===== config.mk =====
export PLATFORM = sky130hd
export DESIGN_NAME = gyro_yaw_integrator_top
export DESIGN_NICKNAME = d
export VERILOG_FILES = /design/src/sv/gyi_pkg.sv /design/src/sv/gyi_div.sv /design/src/sv/gyi_dp.sv /design/src/sv/gyi_ctrl.sv /design/src/sv/gyro_yaw_integrator_top.sv
export SDC_FILE = /design/constraint.sdc
export NUM_CORES = 2
export LEC_CHECK = 0
export BUFFER_PORTS_ARGS = -buffer_cell sky130_fd_sc_hd__buf_2
export CAP_MARGIN = 20
export CORE_MARGIN = 8
export CORE_UTILIZATION = 50
export CTS_CLUSTER_DIAMETER = 30
export DETAILED_ROUTE_END_ITERATION = 8
export PLACE_DENSITY_LB_ADDON = 0.05
export SYNTH_ARGS = -nofsm -noshare
export SYNTH_HDL_FRONTEND = slang
export SYNTH_HIERARCHICAL = 1
export SYNTH_SLANG_ARGS = --single-unit

===== constraint.sdc =====
create_clock -name clk -period 10.9 [get_ports clk]
set_input_delay 0.545 -clock clk [delete_from_list [all_inputs] [get_ports clk]]
set_output_delay 0.545 -clock clk [all_outputs]
set_load 0.02 [all_outputs]

===== src/sv/gyi_pkg.sv =====
// ----------------------------------------------------------------------------
// gyi_pkg
// Widths, gains, codes and control types of the gyro yaw integrator.
// ----------------------------------------------------------------------------
package gyi_pkg;

  localparam int FRAC_BITS  = 8;
  localparam int ANGLE_BITS = 32;

  localparam int RAW_W    = 16;
  localparam int FILT_W   = RAW_W + FRAC_BITS + 2;
  localparam int DIFF_W   = FILT_W + 1;
  localparam int CNT_W    = 13;
  localparam int MAX_BIAS = 4096;
  localparam int ACC_W    = FILT_W + 12;
  localparam int DIV_CNT_W = 6;

  localparam int PERIOD_W = 8;
  localparam int DZ_W     = 15;
  localparam int CFG_W    = 15;
  localparam int IDX_W    = 2;
  localparam int ACT_W    = 2;

  localparam int GAIN_W   = 32;
  localparam int YAWG_W   = 24;
  localparam int ALPHA_W  = 15;
  localparam int RGAIN_W  = 18;
  localparam int CDEG_W   = 17;

  localparam int FPROD_W  = DIFF_W + ALPHA_W;
  localparam int YPROD_W  = DIFF_W + GAIN_W + 1;
  localparam int RPROD_W  = DIFF_W + RGAIN_W;
  localparam int CPROD_W  = ANGLE_BITS + CDEG_W;

  localparam int YAW_SH   = FRAC_BITS + 48 - ANGLE_BITS;
  localparam int RATE_SH  = FRAC_BITS + 16;

  localparam int YAW_OUT_W  = 16;
  localparam int RATE_OUT_W = 18;
  localparam int OUT_W      = 40;
  localparam int OUT_PAD    = OUT_W - YAW_OUT_W - RATE_OUT_W - 1;

  localparam logic signed [ALPHA_W-1:0] ALPHA_Q16    = 15'sd6554;
  localparam logic        [YAWG_W-1:0]  YAW_GAIN_Q16 = 24'd11044871;
  localparam logic signed [RGAIN_W-1:0] RATE_GAIN_Q16 = 18'sd93617;
  localparam logic signed [CDEG_W-1:0]  CDEG_SCALE   = 17'sd36000;

  typedef enum logic [ACT_W-1:0] {
    ACT_SAMPLE  = 2'd0,
    ACT_CLR_YAW = 2'd1,
    ACT_RECAL   = 2'd2
  } act_t;

  typedef enum logic [IDX_W-1:0] {
    REG_PERIOD    = 2'd0,
    REG_BIAS_CNT  = 2'd1,
    REG_DEAD_ZONE = 2'd2
  } reg_idx_t;

  typedef struct packed {
    logic take;
    logic clr_yaw;
    logic recal;
    logic filt_mul;
    logic filt_upd;
    logic acc;
    logic div_load;
    logic bias_set;
    logic comp;
    logic dz;
    logic mul;
    logic integ;
    logic scale;
    logic out_load;
  } gyi_cmd_t;

  typedef struct packed {
    logic calibrated;
    logic cal_hit;
    logic div_busy;
    logic out_free;
  } gyi_stat_t;

endpackage


===== src/sv/gyi_div.sv =====
// ----------------------------------------------------------------------------
// gyi_div
// Restoring divider, one quotient bit per cycle, for the bias average.
// ----------------------------------------------------------------------------
module gyi_div
  import gyi_pkg::*;
(
  input  logic             clk,
  input  logic             rst,
  input  logic             load,
  input  logic [ACC_W-1:0] dividend,
  input  logic [CNT_W-1:0] divisor,
  output logic             busy,
  output logic [ACC_W-1:0] quotient
);

  logic [CNT_W-1:0]     rem;
  logic [CNT_W-1:0]     dsr;
  logic [DIV_CNT_W-1:0] cnt;
  logic [CNT_W:0]       trial;
  logic                 fits;

  assign trial = {rem, quotient[ACC_W-1]};
  assign fits  = trial >= {1'b0, dsr};

  always_ff @(posedge clk) begin
    if (rst) begin
      busy <= 1'b0;
      cnt  <= '0;
    end else if (load) begin
      busy <= 1'b1;
      cnt  <= '0;
    end else if (busy) begin
      cnt <= cnt + 1'b1;
      if (cnt == DIV_CNT_W'(ACC_W - 1)) begin
        busy <= 1'b0;
      end
    end
  end

  always_ff @(posedge clk) begin
    if (load) begin
      quotient <= dividend;
      rem      <= '0;
      dsr      <= divisor;
    end else if (busy) begin
      if (fits) begin
        rem <= CNT_W'(trial - {1'b0, dsr});
      end else begin
        rem <= trial[CNT_W-1:0];
      end
      quotient <= {quotient[ACC_W-2:0], fits};
    end
  end

endmodule


===== src/sv/gyi_dp.sv =====
// ----------------------------------------------------------------------------
// gyi_dp
// Datapath: filter, bias calibration, dead zone, yaw integration, scaling.
// ----------------------------------------------------------------------------
module gyi_dp
  import gyi_pkg::*;
(
  input  logic             clk,
  input  logic             rst,
  input  gyi_cmd_t         cmd,
  output gyi_stat_t        stat,
  input  logic [RAW_W-1:0] s_tdata,
  input  logic             cfg_valid,
  input  logic [IDX_W-1:0] cfg_index,
  input  logic [CFG_W-1:0] cfg_data,
  output logic             m_tvalid,
  input  logic             m_tready,
  output logic [OUT_W-1:0] m_tdata
);

  // configuration
  logic [PERIOD_W-1:0] period;
  logic [CNT_W-1:0]    bias_cnt;
  logic [DZ_W-1:0]     dead_zone;

  // model state
  logic [RAW_W-1:0]         raw_q;
  logic signed [FILT_W-1:0] filt;
  logic                     seeded;
  logic                     calibrated;
  logic signed [ACC_W-1:0]  acc;
  logic [CNT_W-1:0]         count;
  logic signed [FILT_W-1:0] bias;
  logic                     bias_neg;
  logic [ANGLE_BITS-1:0]    yaw;
  logic signed [RATE_OUT_W-1:0] rate;

  // stage registers
  logic signed [FPROD_W-1:0] fprod;
  logic signed [DIFF_W-1:0]  c;
  logic signed [DIFF_W-1:0]  cdz;
  logic [GAIN_W-1:0]         gain;
  logic signed [YPROD_W-1:0] yprod;
  logic signed [RPROD_W-1:0] rprod;
  logic signed [CPROD_W-1:0] cprod;

  logic signed [DIFF_W-1:0]  x_ext;
  logic signed [DIFF_W-1:0]  fdiff;
  logic [FPROD_W-1:0]        fround;
  logic [CNT_W-1:0]          tgt;
  logic [ACC_W-1:0]          half_ext;
  logic [ACC_W-1:0]          dividend;
  logic [ACC_W-1:0]          quotient;
  logic                      div_busy;
  logic signed [DIFF_W-1:0]  thr;
  logic                      in_dz;
  logic [YPROD_W-1:0]        yround;
  logic [RPROD_W-1:0]        rround;
  logic [CPROD_W-1:0]        cround;
  logic signed [FILT_W-1:0]  qs;

  assign x_ext  = DIFF_W'($signed({raw_q, {FRAC_BITS{1'b0}}}));
  assign fdiff  = x_ext - DIFF_W'(filt);
  assign fround = fprod + FPROD_W'(32'd32768);

  // 0 counts as 1, anything above the maximum as the maximum
  always_comb begin
    if (bias_cnt == '0) begin
      tgt = CNT_W'(1);
    end else if (bias_cnt > CNT_W'(MAX_BIAS)) begin
      tgt = CNT_W'(MAX_BIAS);
    end else begin
      tgt = bias_cnt;
    end
  end

  assign half_ext = ACC_W'(count >> 1);
  assign dividend = acc[ACC_W-1] ? (half_ext - $unsigned(acc))
                                 : ($unsigned(acc) + half_ext);
  assign qs = $signed(quotient[FILT_W-1:0]);

  assign thr   = $signed(DIFF_W'({dead_zone, {FRAC_BITS{1'b0}}}));
  assign in_dz = (c < thr) && (c > -thr);

  assign yround = yprod + YPROD_W'(64'd1 << (YAW_SH - 1));
  assign rround = rprod + {{(RPROD_W - RATE_SH){1'b0}}, {RATE_SH{rprod[RPROD_W-1]}}};
  assign cround = cprod + {{(CPROD_W - ANGLE_BITS){1'b0}}, {ANGLE_BITS{cprod[CPROD_W-1]}}};

  assign stat.calibrated = calibrated;
  assign stat.cal_hit    = ({1'b0, count} + 1'b1) >= {1'b0, tgt};
  assign stat.div_busy   = div_busy;
  assign stat.out_free   = !m_tvalid || m_tready;

  gyi_div u_div (
    .clk      (clk),
    .rst      (rst),
    .load     (cmd.div_load),
    .dividend (dividend),
    .divisor  (count),
    .busy     (div_busy),
    .quotient (quotient)
  );

  always_ff @(posedge clk) begin
    if (rst) begin
      period    <= PERIOD_W'(5);
      bias_cnt  <= CNT_W'(256);
      dead_zone <= DZ_W'(201);
    end else if (cfg_valid) begin
      case (reg_idx_t'(cfg_index))
        REG_PERIOD:    period    <= cfg_data[PERIOD_W-1:0];
        REG_BIAS_CNT:  bias_cnt  <= cfg_data[CNT_W-1:0];
        REG_DEAD_ZONE: dead_zone <= cfg_data[DZ_W-1:0];
        default: ;
      endcase
    end
  end

  always_ff @(posedge clk) begin
    if (rst) begin
      filt       <= '0;
      seeded     <= 1'b0;
      calibrated <= 1'b0;
      acc        <= '0;
      count      <= '0;
      bias       <= '0;
      yaw        <= '0;
      rate       <= '0;
    end else begin
      if (cmd.filt_upd) begin
        if (!seeded) begin
          filt   <= FILT_W'(x_ext);
          seeded <= 1'b1;
        end else begin
          filt <= filt + $signed(fround[FILT_W+15:16]);
        end
      end
      if (cmd.acc) begin
        acc   <= acc + ACC_W'(filt);
        count <= count + 1'b1;
      end
      if (cmd.recal) begin
        calibrated <= 1'b0;
        acc        <= '0;
        count      <= '0;
      end
      if (cmd.bias_set) begin
        bias       <= bias_neg ? -qs : qs;
        calibrated <= 1'b1;
      end
      if (cmd.integ) begin
        yaw  <= yaw + yround[YAW_SH+ANGLE_BITS-1:YAW_SH];
        rate <= $signed(rround[RATE_SH+RATE_OUT_W-1:RATE_SH]);
      end
      if (cmd.clr_yaw || cmd.bias_set) begin
        yaw  <= '0;
        rate <= '0;
      end
    end
  end

  always_ff @(posedge clk) begin
    if (cmd.take) begin
      raw_q <= s_tdata;
    end
    if (cmd.filt_mul) begin
      fprod <= FPROD_W'(fdiff) * FPROD_W'(ALPHA_Q16);
    end
    if (cmd.div_load) begin
      bias_neg <= acc[ACC_W-1];
    end
    if (cmd.comp) begin
      c    <= DIFF_W'(filt) - DIFF_W'(bias);
      gain <= GAIN_W'(period) * GAIN_W'(YAW_GAIN_Q16);
    end
    if (cmd.dz) begin
      cdz <= in_dz ? '0 : c;
    end
    if (cmd.mul) begin
      yprod <= YPROD_W'(cdz) * $signed({1'b0, gain});
      rprod <= RPROD_W'(cdz) * RPROD_W'(RATE_GAIN_Q16);
    end
    if (cmd.scale) begin
      cprod <= CPROD_W'($signed(yaw)) * CPROD_W'(CDEG_SCALE);
    end
  end

  // output register: hold the beat until taken
  always_ff @(posedge clk) begin
    if (rst) begin
      m_tvalid <= 1'b0;
    end else if (cmd.out_load) begin
      m_tvalid <= 1'b1;
    end else if (m_tready) begin
      m_tvalid <= 1'b0;
    end
  end

  always_ff @(posedge clk) begin
    if (cmd.out_load) begin
      m_tdata <= {{OUT_PAD{1'b0}}, calibrated, rate,
                  cround[ANGLE_BITS+YAW_OUT_W-1:ANGLE_BITS]};
    end
  end

endmodule


===== src/sv/gyi_ctrl.sv =====
// ----------------------------------------------------------------------------
// gyi_ctrl
// Sequencer: steps the datapath through one action per accepted beat.
// ----------------------------------------------------------------------------
module gyi_ctrl
  import gyi_pkg::*;
(
  input  logic             clk,
  input  logic             rst,
  input  logic             s_tvalid,
  output logic             s_tready,
  input  logic [ACT_W-1:0] s_tuser,
  input  gyi_stat_t        stat,
  output gyi_cmd_t         cmd
);

  typedef enum logic [12:0] {
    S_IDLE  = 13'b0000000000001,
    S_FILT  = 13'b0000000000010,
    S_FUPD  = 13'b0000000000100,
    S_ACC   = 13'b0000000001000,
    S_DIVLD = 13'b0000000010000,
    S_DIV   = 13'b0000000100000,
    S_BIAS  = 13'b0000001000000,
    S_COMP  = 13'b0000010000000,
    S_DZ    = 13'b0000100000000,
    S_MUL   = 13'b0001000000000,
    S_INTEG = 13'b0010000000000,
    S_SCALE = 13'b0100000000000,
    S_DONE  = 13'b1000000000000
  } state_t;

  state_t state;
  state_t state_next;

  assign s_tready = (state == S_IDLE);

  always_ff @(posedge clk) begin
    if (rst) begin
      state <= S_IDLE;
    end else begin
      state <= state_next;
    end
  end

  always_comb begin
    cmd        = '0;
    state_next = state;
    case (state)
      S_IDLE: begin
        if (s_tvalid) begin
          cmd.take = 1'b1;
          case (act_t'(s_tuser))
            ACT_SAMPLE: begin
              state_next = S_FILT;
            end
            ACT_CLR_YAW: begin
              cmd.clr_yaw = 1'b1;
              state_next  = S_SCALE;
            end
            ACT_RECAL: begin
              cmd.recal  = 1'b1;
              state_next = S_SCALE;
            end
            default: begin
              state_next = S_SCALE;
            end
          endcase
        end
      end
      S_FILT: begin
        cmd.filt_mul = 1'b1;
        state_next   = S_FUPD;
      end
      S_FUPD: begin
        cmd.filt_upd = 1'b1;
        state_next   = stat.calibrated ? S_COMP : S_ACC;
      end
      S_ACC: begin
        cmd.acc    = 1'b1;
        state_next = stat.cal_hit ? S_DIVLD : S_SCALE;
      end
      S_DIVLD: begin
        cmd.div_load = 1'b1;
        state_next   = S_DIV;
      end
      S_DIV: begin
        if (!stat.div_busy) begin
          state_next = S_BIAS;
        end
      end
      S_BIAS: begin
        cmd.bias_set = 1'b1;
        state_next   = S_SCALE;
      end
      S_COMP: begin
        cmd.comp   = 1'b1;
        state_next = S_DZ;
      end
      S_DZ: begin
        cmd.dz     = 1'b1;
        state_next = S_MUL;
      end
      S_MUL: begin
        cmd.mul    = 1'b1;
        state_next = S_INTEG;
      end
      S_INTEG: begin
        cmd.integ  = 1'b1;
        state_next = S_SCALE;
      end
      S_SCALE: begin
        cmd.scale  = 1'b1;
        state_next = S_DONE;
      end
      S_DONE: begin
        // wait for room in the output register
        if (stat.out_free) begin
          cmd.out_load = 1'b1;
          state_next   = S_IDLE;
        end
      end
      default: begin
        state_next = S_IDLE;
      end
    endcase
  end

endmodule


===== src/sv/gyro_yaw_integrator_top.sv =====
// ----------------------------------------------------------------------------
// gyro_yaw_integrator_top
// Bias-calibrated yaw integration of a z-rate gyro, fixed point.
//
//   channel  dir  handshake            payload
//   s_*      in   s_tvalid/s_tready    tuser: action; tdata: raw_rate
//   m_*      out  m_tvalid/m_tready    tdata: yaw_cdeg, rate_cdeg, ready_res
//   cfg_*    in   cfg_valid/cfg_ready  cfg_index, cfg_data
//
// One beat at a time through a sequencer and a shared datapath.
// A sample takes a longer path while integrating than while calibrating;
// the sample that completes calibration also waits for the bit-serial
// bias divider. Yaw reset, recalibrate and unused actions go to scaling.
// A stalled output holds in its register; the next beat is taken meanwhile.
// rst is synchronous and restores the register defaults and calibrating state.
// ----------------------------------------------------------------------------
module gyro_yaw_integrator_top
  import gyi_pkg::*;
(
  input  logic             clk,
  input  logic             rst,
  input  logic             s_tvalid,
  output logic             s_tready,
  input  logic [RAW_W-1:0] s_tdata,   // [15:0] raw_rate
  input  logic [ACT_W-1:0] s_tuser,   // [1:0] action
  output logic             m_tvalid,
  input  logic             m_tready,
  output logic [OUT_W-1:0] m_tdata,   // [15:0] yaw_cdeg, [33:16] rate_cdeg,
                                      // [34] ready_res, [39:35] zero
  input  logic             cfg_valid,
  output logic             cfg_ready,
  input  logic [IDX_W-1:0] cfg_index,
  input  logic [CFG_W-1:0] cfg_data
);

  gyi_cmd_t  cmd;
  gyi_stat_t stat;

  assign cfg_ready = 1'b1;

  gyi_ctrl u_ctrl (
    .clk      (clk),
    .rst      (rst),
    .s_tvalid (s_tvalid),
    .s_tready (s_tready),
    .s_tuser  (s_tuser),
    .stat     (stat),
    .cmd      (cmd)
  );

  gyi_dp u_dp (
    .clk       (clk),
    .rst       (rst),
    .cmd       (cmd),
    .stat      (stat),
    .s_tdata   (s_tdata),
    .cfg_valid (cfg_valid),
    .cfg_index (cfg_index),
    .cfg_data  (cfg_data),
    .m_tvalid  (m_tvalid),
    .m_tready  (m_tready),
    .m_tdata   (m_tdata)
  );

endmodule


# Yosys cells after proc, flatten, opt, wreduce, memory -nomap -nowiden
# Cells that the tools add are included.
[totals]
reg_bits = 600
output_inout_bits = 43
input_bits = 40
word_cells = 132
[classes]
n_mul = 5
n_reduce_logical = 18
n_eq_ne = 21
magnitude_cmp = 5
n_addsub = 17
muxes = 38
[ops]
columns = ["op", "n"]
rows = [
  ["$pmux W13 S12", 1],
  ["$mux W38", 3],
  ["$mux W13", 6],
  ["$add A56 B24 Y56 const B", 1],
  ["$mul A27 B33 Y56", 1],
  ["$mux W26", 2],
  ["$add A48 B32 Y48", 1],
  ["$mul A27 B18 Y45 const B", 1],
  ["$mul A32 B12 Y44 const B", 1],
  ["$add A42 B16 Y42 const B", 1],
  ["$add A42 B24 Y42", 1],
  ["$mul A27 B13 Y40 const B", 1],
  ["$add A38 B12 Y38", 1],
  ["$add A38 B26 Y38", 1],
  ["$sub A12 B38 Y38", 1],
  ["$add A32 B32 Y32", 1],
  ["$mul A8 B24 Y32 const B", 1],
  ["$ge A14 B13 Y1", 2],
  ["$gt A27 B27 Y1", 1],
  ["$lt A27 B24 Y1", 1],
  ["$neg A23 Y27", 1],
  ["$sub A24 B26 Y27", 1],
  ["$sub A26 B26 Y27", 1],
  ["$add A26 B26 Y26", 1],
  ["other kinds (36)", 71],
]

# Logic depth before layout (Yosys ltp)
[logic_depth]
depth_word = 6
mapped_depth = 30
ltp_nobuf = 30

# By module
# The synthesis kept the hierarchy.
[by_module_without_submodules]
columns = ["mod", "cells_each", "seq_area_each_um2", "area_per_inst_um2", "n_inst"]
rows = [
  ["gyi_dp", 8369, 12371.9, 77649.5, 1],
  ["gyi_div", 293, 1931.9, 3568.4, 1],
  ["gyi_ctrl", 99, 260.2, 820.8, 1],
  ["gyro_yaw_integrator_top", 2, 0.0, 11.3, 1],
]

# Worst setup path before layout
# Ideal clock, no wire load.
[synth_path]
path_kind = "register -> register"
startpoint = "register u_dp.cdz[26]"
endpoint = "register u_dp.yprod[49], data pin"
t_required_ns = 10.629
period_less_slack_ns = 7.739
arrival_time_ns = 7.468
path_stages_with_launch = 25
path_buffers = 1
setup_slack_ns = 3.161
setup_ns = 0.271
path_cell_list = "edfxtp_1 > clkinv_1 > clkbuf_1 > nor2_1 > fa_1 > fa_1 > fa_1 > fa_1 > fa_1 > fa_1 > inv_1 > fa_1 > inv_1 > ha_1 > a21o_1 > a21o_1 > a21oi_1 > o21ai_0 > a21oi_1 > o21ai_0 > o21ba_2 > o21a_1 > o41a_1 > mux2i_1 > o2111ai_1"
[synth_via]
elab_chain_cells = 1
[synth_lines]
columns = ["item", "line_no", "text"]
rows = [
  ["start: declaration", "gyi_dp.sv:41", "logic signed [DIFF_W-1:0] cdz;"],
  ["start signal: assignment", "gyi_dp.sv:177", "cdz <= in_dz ? '0 : c;"],
  ["$mul A27 B33 Y56", "gyi_dp.sv:180", "yprod <= YPROD_W'(cdz) * $signed({1'b0, gain});"],
  ["end signal: assignment", "gyi_dp.sv:180", ""],
  ["end: declaration", "gyi_dp.sv:43", "logic signed [YPROD_W-1:0] yprod;"],
]
# Every way passes these cells.
# A chain may end at the register's enable or synchronous reset.

# Final worst setup path
[layout_path]
startpoint = "register u_dp.cdz[14]"
endpoint = "register u_dp.yprod[49], data pin"
# Same word-level chain as after synthesis.

==> metrics.md <==
| Metric | Value |
|---|---|
| Clock root cell | clkbuf_16 |
| CP Max Fanout | 16 |
| GRT Util Overall | between 20% and 30% |
| CP top delay family | adder cells |
| Synth cell types | 107 |
| # Post-CTS Setup Buffers | 0 |
| Effective utilization at floorplan | just over 50% |
| Slowest cell on crit path | edfxtp_1 |
| Die area | approximately 180000 sq um |
| Final setup violation count | 0 |
| Fillers | about 15000 |
| Port bufs | 76 |
| #FFs+latches synth | 560 |
| Die Wd | approximately 420 microns |
| Worst-Margin Slew | around 1100 ps |
| Worst Setup Start Kind | flip-flop |
| Initial antenna violation count | 3 |
| First-pass GRT wire length | between 300000 and 400000 microns |
| RSZ-0062 raised after global routing | no |
| Leak | approximately 44 nW |
| Die extent in y | 421 microns |
| Post-route cell area | a little over 90000 sq um |
| Worst Path Buf+Inv | 4 |
| DR pass1 iterations | 8 |
| Clock slew at reported path FFs | approximately 40 ps |
| Required @ worst endpoint | 11340 ps |
| CTS tree | yes |
| Ranking of synthesized cells by area | fa_1 (28%), ha_1 (15%), edfxtp_1 (12%), inv_1 (8.2%), dfxtp_1 (5.5%) |
| Slew Limit Headroom | between 20% and 30% |
| Post-DP Area | 84900 sq um |
| Hold Crit Class | in -> reg |
| Period utilisation layout | between 70% and 80% |
| Synth top area share | roughly 28% |
| RR Startpoint | u_dp/cdz[14] |
| Post-synth EDFFs | between 300 and 400 |
| CTS HTree Levels | 4 |
| Post-synthesis sequential area ratio | between 15 and 20% |
| Final wirelength | 209000 microns |
| Placed cells | between 10000 and 15000 |
| Fin nets | approximately 11000 |
| GPL Wtd Cong | 0.861 |
| Core area | 163000 sq um |
| Pwr dens | around 150 nW/um^2 |
| # clock sinks | 560 |
| YS warnings | 6 |
| Ys flop type | edfxtp_1 |
| CP Launch Point | u_dp/cdz[14] |
| Crit-path cells | buf_4, nand2_1, fa_1, fa_1, inv_1, fa_1, inv_1, fa_1, inv_1, fa_1, fa_1, fa_1, ha_1, a2111oi_0, a41o_1, nand3_1, and4_1, o21ba_2, o21a_1, o41a_1, mux2i_1, o2111ai_1 |
| Drt wl/cell | approximately 19 microns |
| Final Hold Viols | 0 |
| Reg2Reg Depth | 22 |
| 1st-iter DRT viols | between 3000 and 4000 |
| Top-count cell post-synth | inv_1 |
| Ys async rst share | 0% |
| Max clock buf depth | 3 |
| Pin count of the biggest net entering global routing | 69 |
| Drt drc | 0 |
| Critical path arrival | a little under 9000 ps |
| CTS Buf Count | 165 |
| Max-cap violation count | 0 |
| Critical setup path kind | reg -> reg |
| Via Count | about 60000 |
| Mapped cell area | 82000 sq um |
| Leading area contributor after synthesis | fa_1 |
| Fmax | roughly 120 MHz |
| Remaining Overflow, GRT | 0 |
| Clock skew | 60.7 ps |
| Most frequent cells after synthesis | inv_1 (1794), fa_1 (1166), ha_1 (973) |
| Final Max Slew Viols | 0 |
| Ant diodes | 0 |
| CP Depth | 22 |
| Syn Inst Count | ~8800 |
| Fin crit period | 8500 ps |
| Worst Hold Depth | 1 |
| Via-per-instance ratio | ~5.3 |
| Most Frequent Cell on Critical Path | fa_1 |
| Final cell count without fillers | approximately 11000 |
| Setup TNS | 0 ps |
| Layout cell share with drive strength beyond 1 | 5.87% |
| Antenna Violating Nets Remaining | 0 |
| Vias in the first global route | 63300 |
| P&R area growth vs syn | 11.0% |
| Worst-Skew Late Latency | roughly 770 ps |
| Core Rows | ~150 |
| CP max stage delay | about 900 ps |
| Outcome | complete, no violations |
| CP endpoint kind | flip-flop |
| IO Pins | a little over 80 |
| Post-Synthesis Mean Instance Area | ~9.4 sq um |
| Worst hold start | s_tdata[0] |
| Worst vdd ir | a little over 900 uV |
| Post-DP HPWL | 165000 microns |
## per-stage QoR
step	utilization, %	setup slack [ps]	power (mW)	hold WS, ps
after floorplan	-	3160	7.63	403
after global placement	52.1	2530	9.08	417
after detailed placement	52.1	2560	9.09	414
after CTS	55.8	2460	14.2	0.536
after global routing	55.9	1930	15.1	15.0
final	55.9	2400	13.9	65.5
## cell families (layout without fill, tap and decap cells)
group | Yosys count | in the layout | share of synthesized area [%]
buf+inv | 2066 | 2307 | 9.51
xor+xnor | 521 | 521 | 5.56
compound gates | 1090 | 1090 | 8.74
mux | 124 | 124 | 1.58
other cells | 2 | 6 | 0.00915
flops | 560 | 560 | 17.8
simple gates | 2261 | 2261 | 13.6
fa+ha+maj | 2139 | 2139 | 43.3
## worst paths after layout
path,slack (ps),end
worst min-delay path,70,u_dp/raw_q[0]
worst max-delay path,2400,u_dp/yprod[49]
worst max register to register,2400,u_dp/yprod[49]
worst min register to register,430,u_dp/m_tdata[31]
## sequential cells by signal, summed over array words and instances (netlist names), 18 cells and up
name / cells
u_dp/bias: 26
u_dp/yaw: 32
u_dp/acc: 38
u_dp/cprod: 44
u_dp/rprod: 43
u_dp/rate: 18
u_dp/yprod: 33
u_dp/c: 27
u_dp/fprod: 26
u_dp/u_div/quotient: 38
u_dp/filt: 26
u_dp/cdz: 27
u_dp/m_tdata: 35
u_dp/gain: 32
## layout make-up
class	instances	area [sq um]	share of cell area, %
Timing Repair Buffer	200	1430	1.57
Multi-Input combinational cell	6141	59700	65.6
Clock buffer	188	4420	4.86
Tap cell	2175	2720	2.99
Inverter	1798	6750	7.41
Sequential cell	560	14600	16.0
Clock inverter	121	1430	1.57
## worst reg2reg max path: cells and delay by family (launching register included)
| family | cells | cell delay (ps) |
|---|---|---|
| AOI/OAI and AO/OA | 6 | 1850 |
| and+or+nand+nor | 3 | 870 |
| DFF | 1 | 900 |
| adders and majority gates | 8 | 3820 |
| muxes | 1 | 210 |
| buffers and inverters | 4 | 550 |
## layout by cell type, fill, tap and decap left out, types with 90 or more instances in the layout
cell type / instances
inv_1: 1793
fa_1: 1166
ha_1: 973
nand2_1: 766
nor2_1: 424
and2_1: 397
edfxtp_1: 335
xnor2_1: 329
a21oi_1: 318
dfxtp_1: 225
xor2_1: 192
a21o_1: 181
clkbuf_16: 172
o21ai_0: 159
nand3_1: 120
buf_4: 92
nor3_1: 90
## report_power, final
group / internal, mW / switching [mW]
Combinational: 2.75 / 3.53
Clock: 3.40 / 1.54
Sequential: 2.68 / 0.0414
## metal layers
layer / vias to the layer above / global-route usage, % / wire, microns
met3: 367 / 2.59 / 7170
met4: 0 / 8.28 / 7410
li1: 28300 / - / -
met5: - / 0 / 0
met1: 29600 / 29.5 / 87600
met2: 1089 / 42.4 / 107000
## what timing repair did
| item | 4_1_cts | 5_1_grt |
|---|---|---|
| hold buffers | 28 | 0 |
| endpoints found under the hold margin | 34 | 0 |
| gates resized for setup | 0 | 0 |
Power figures use the tool's default switching activity.
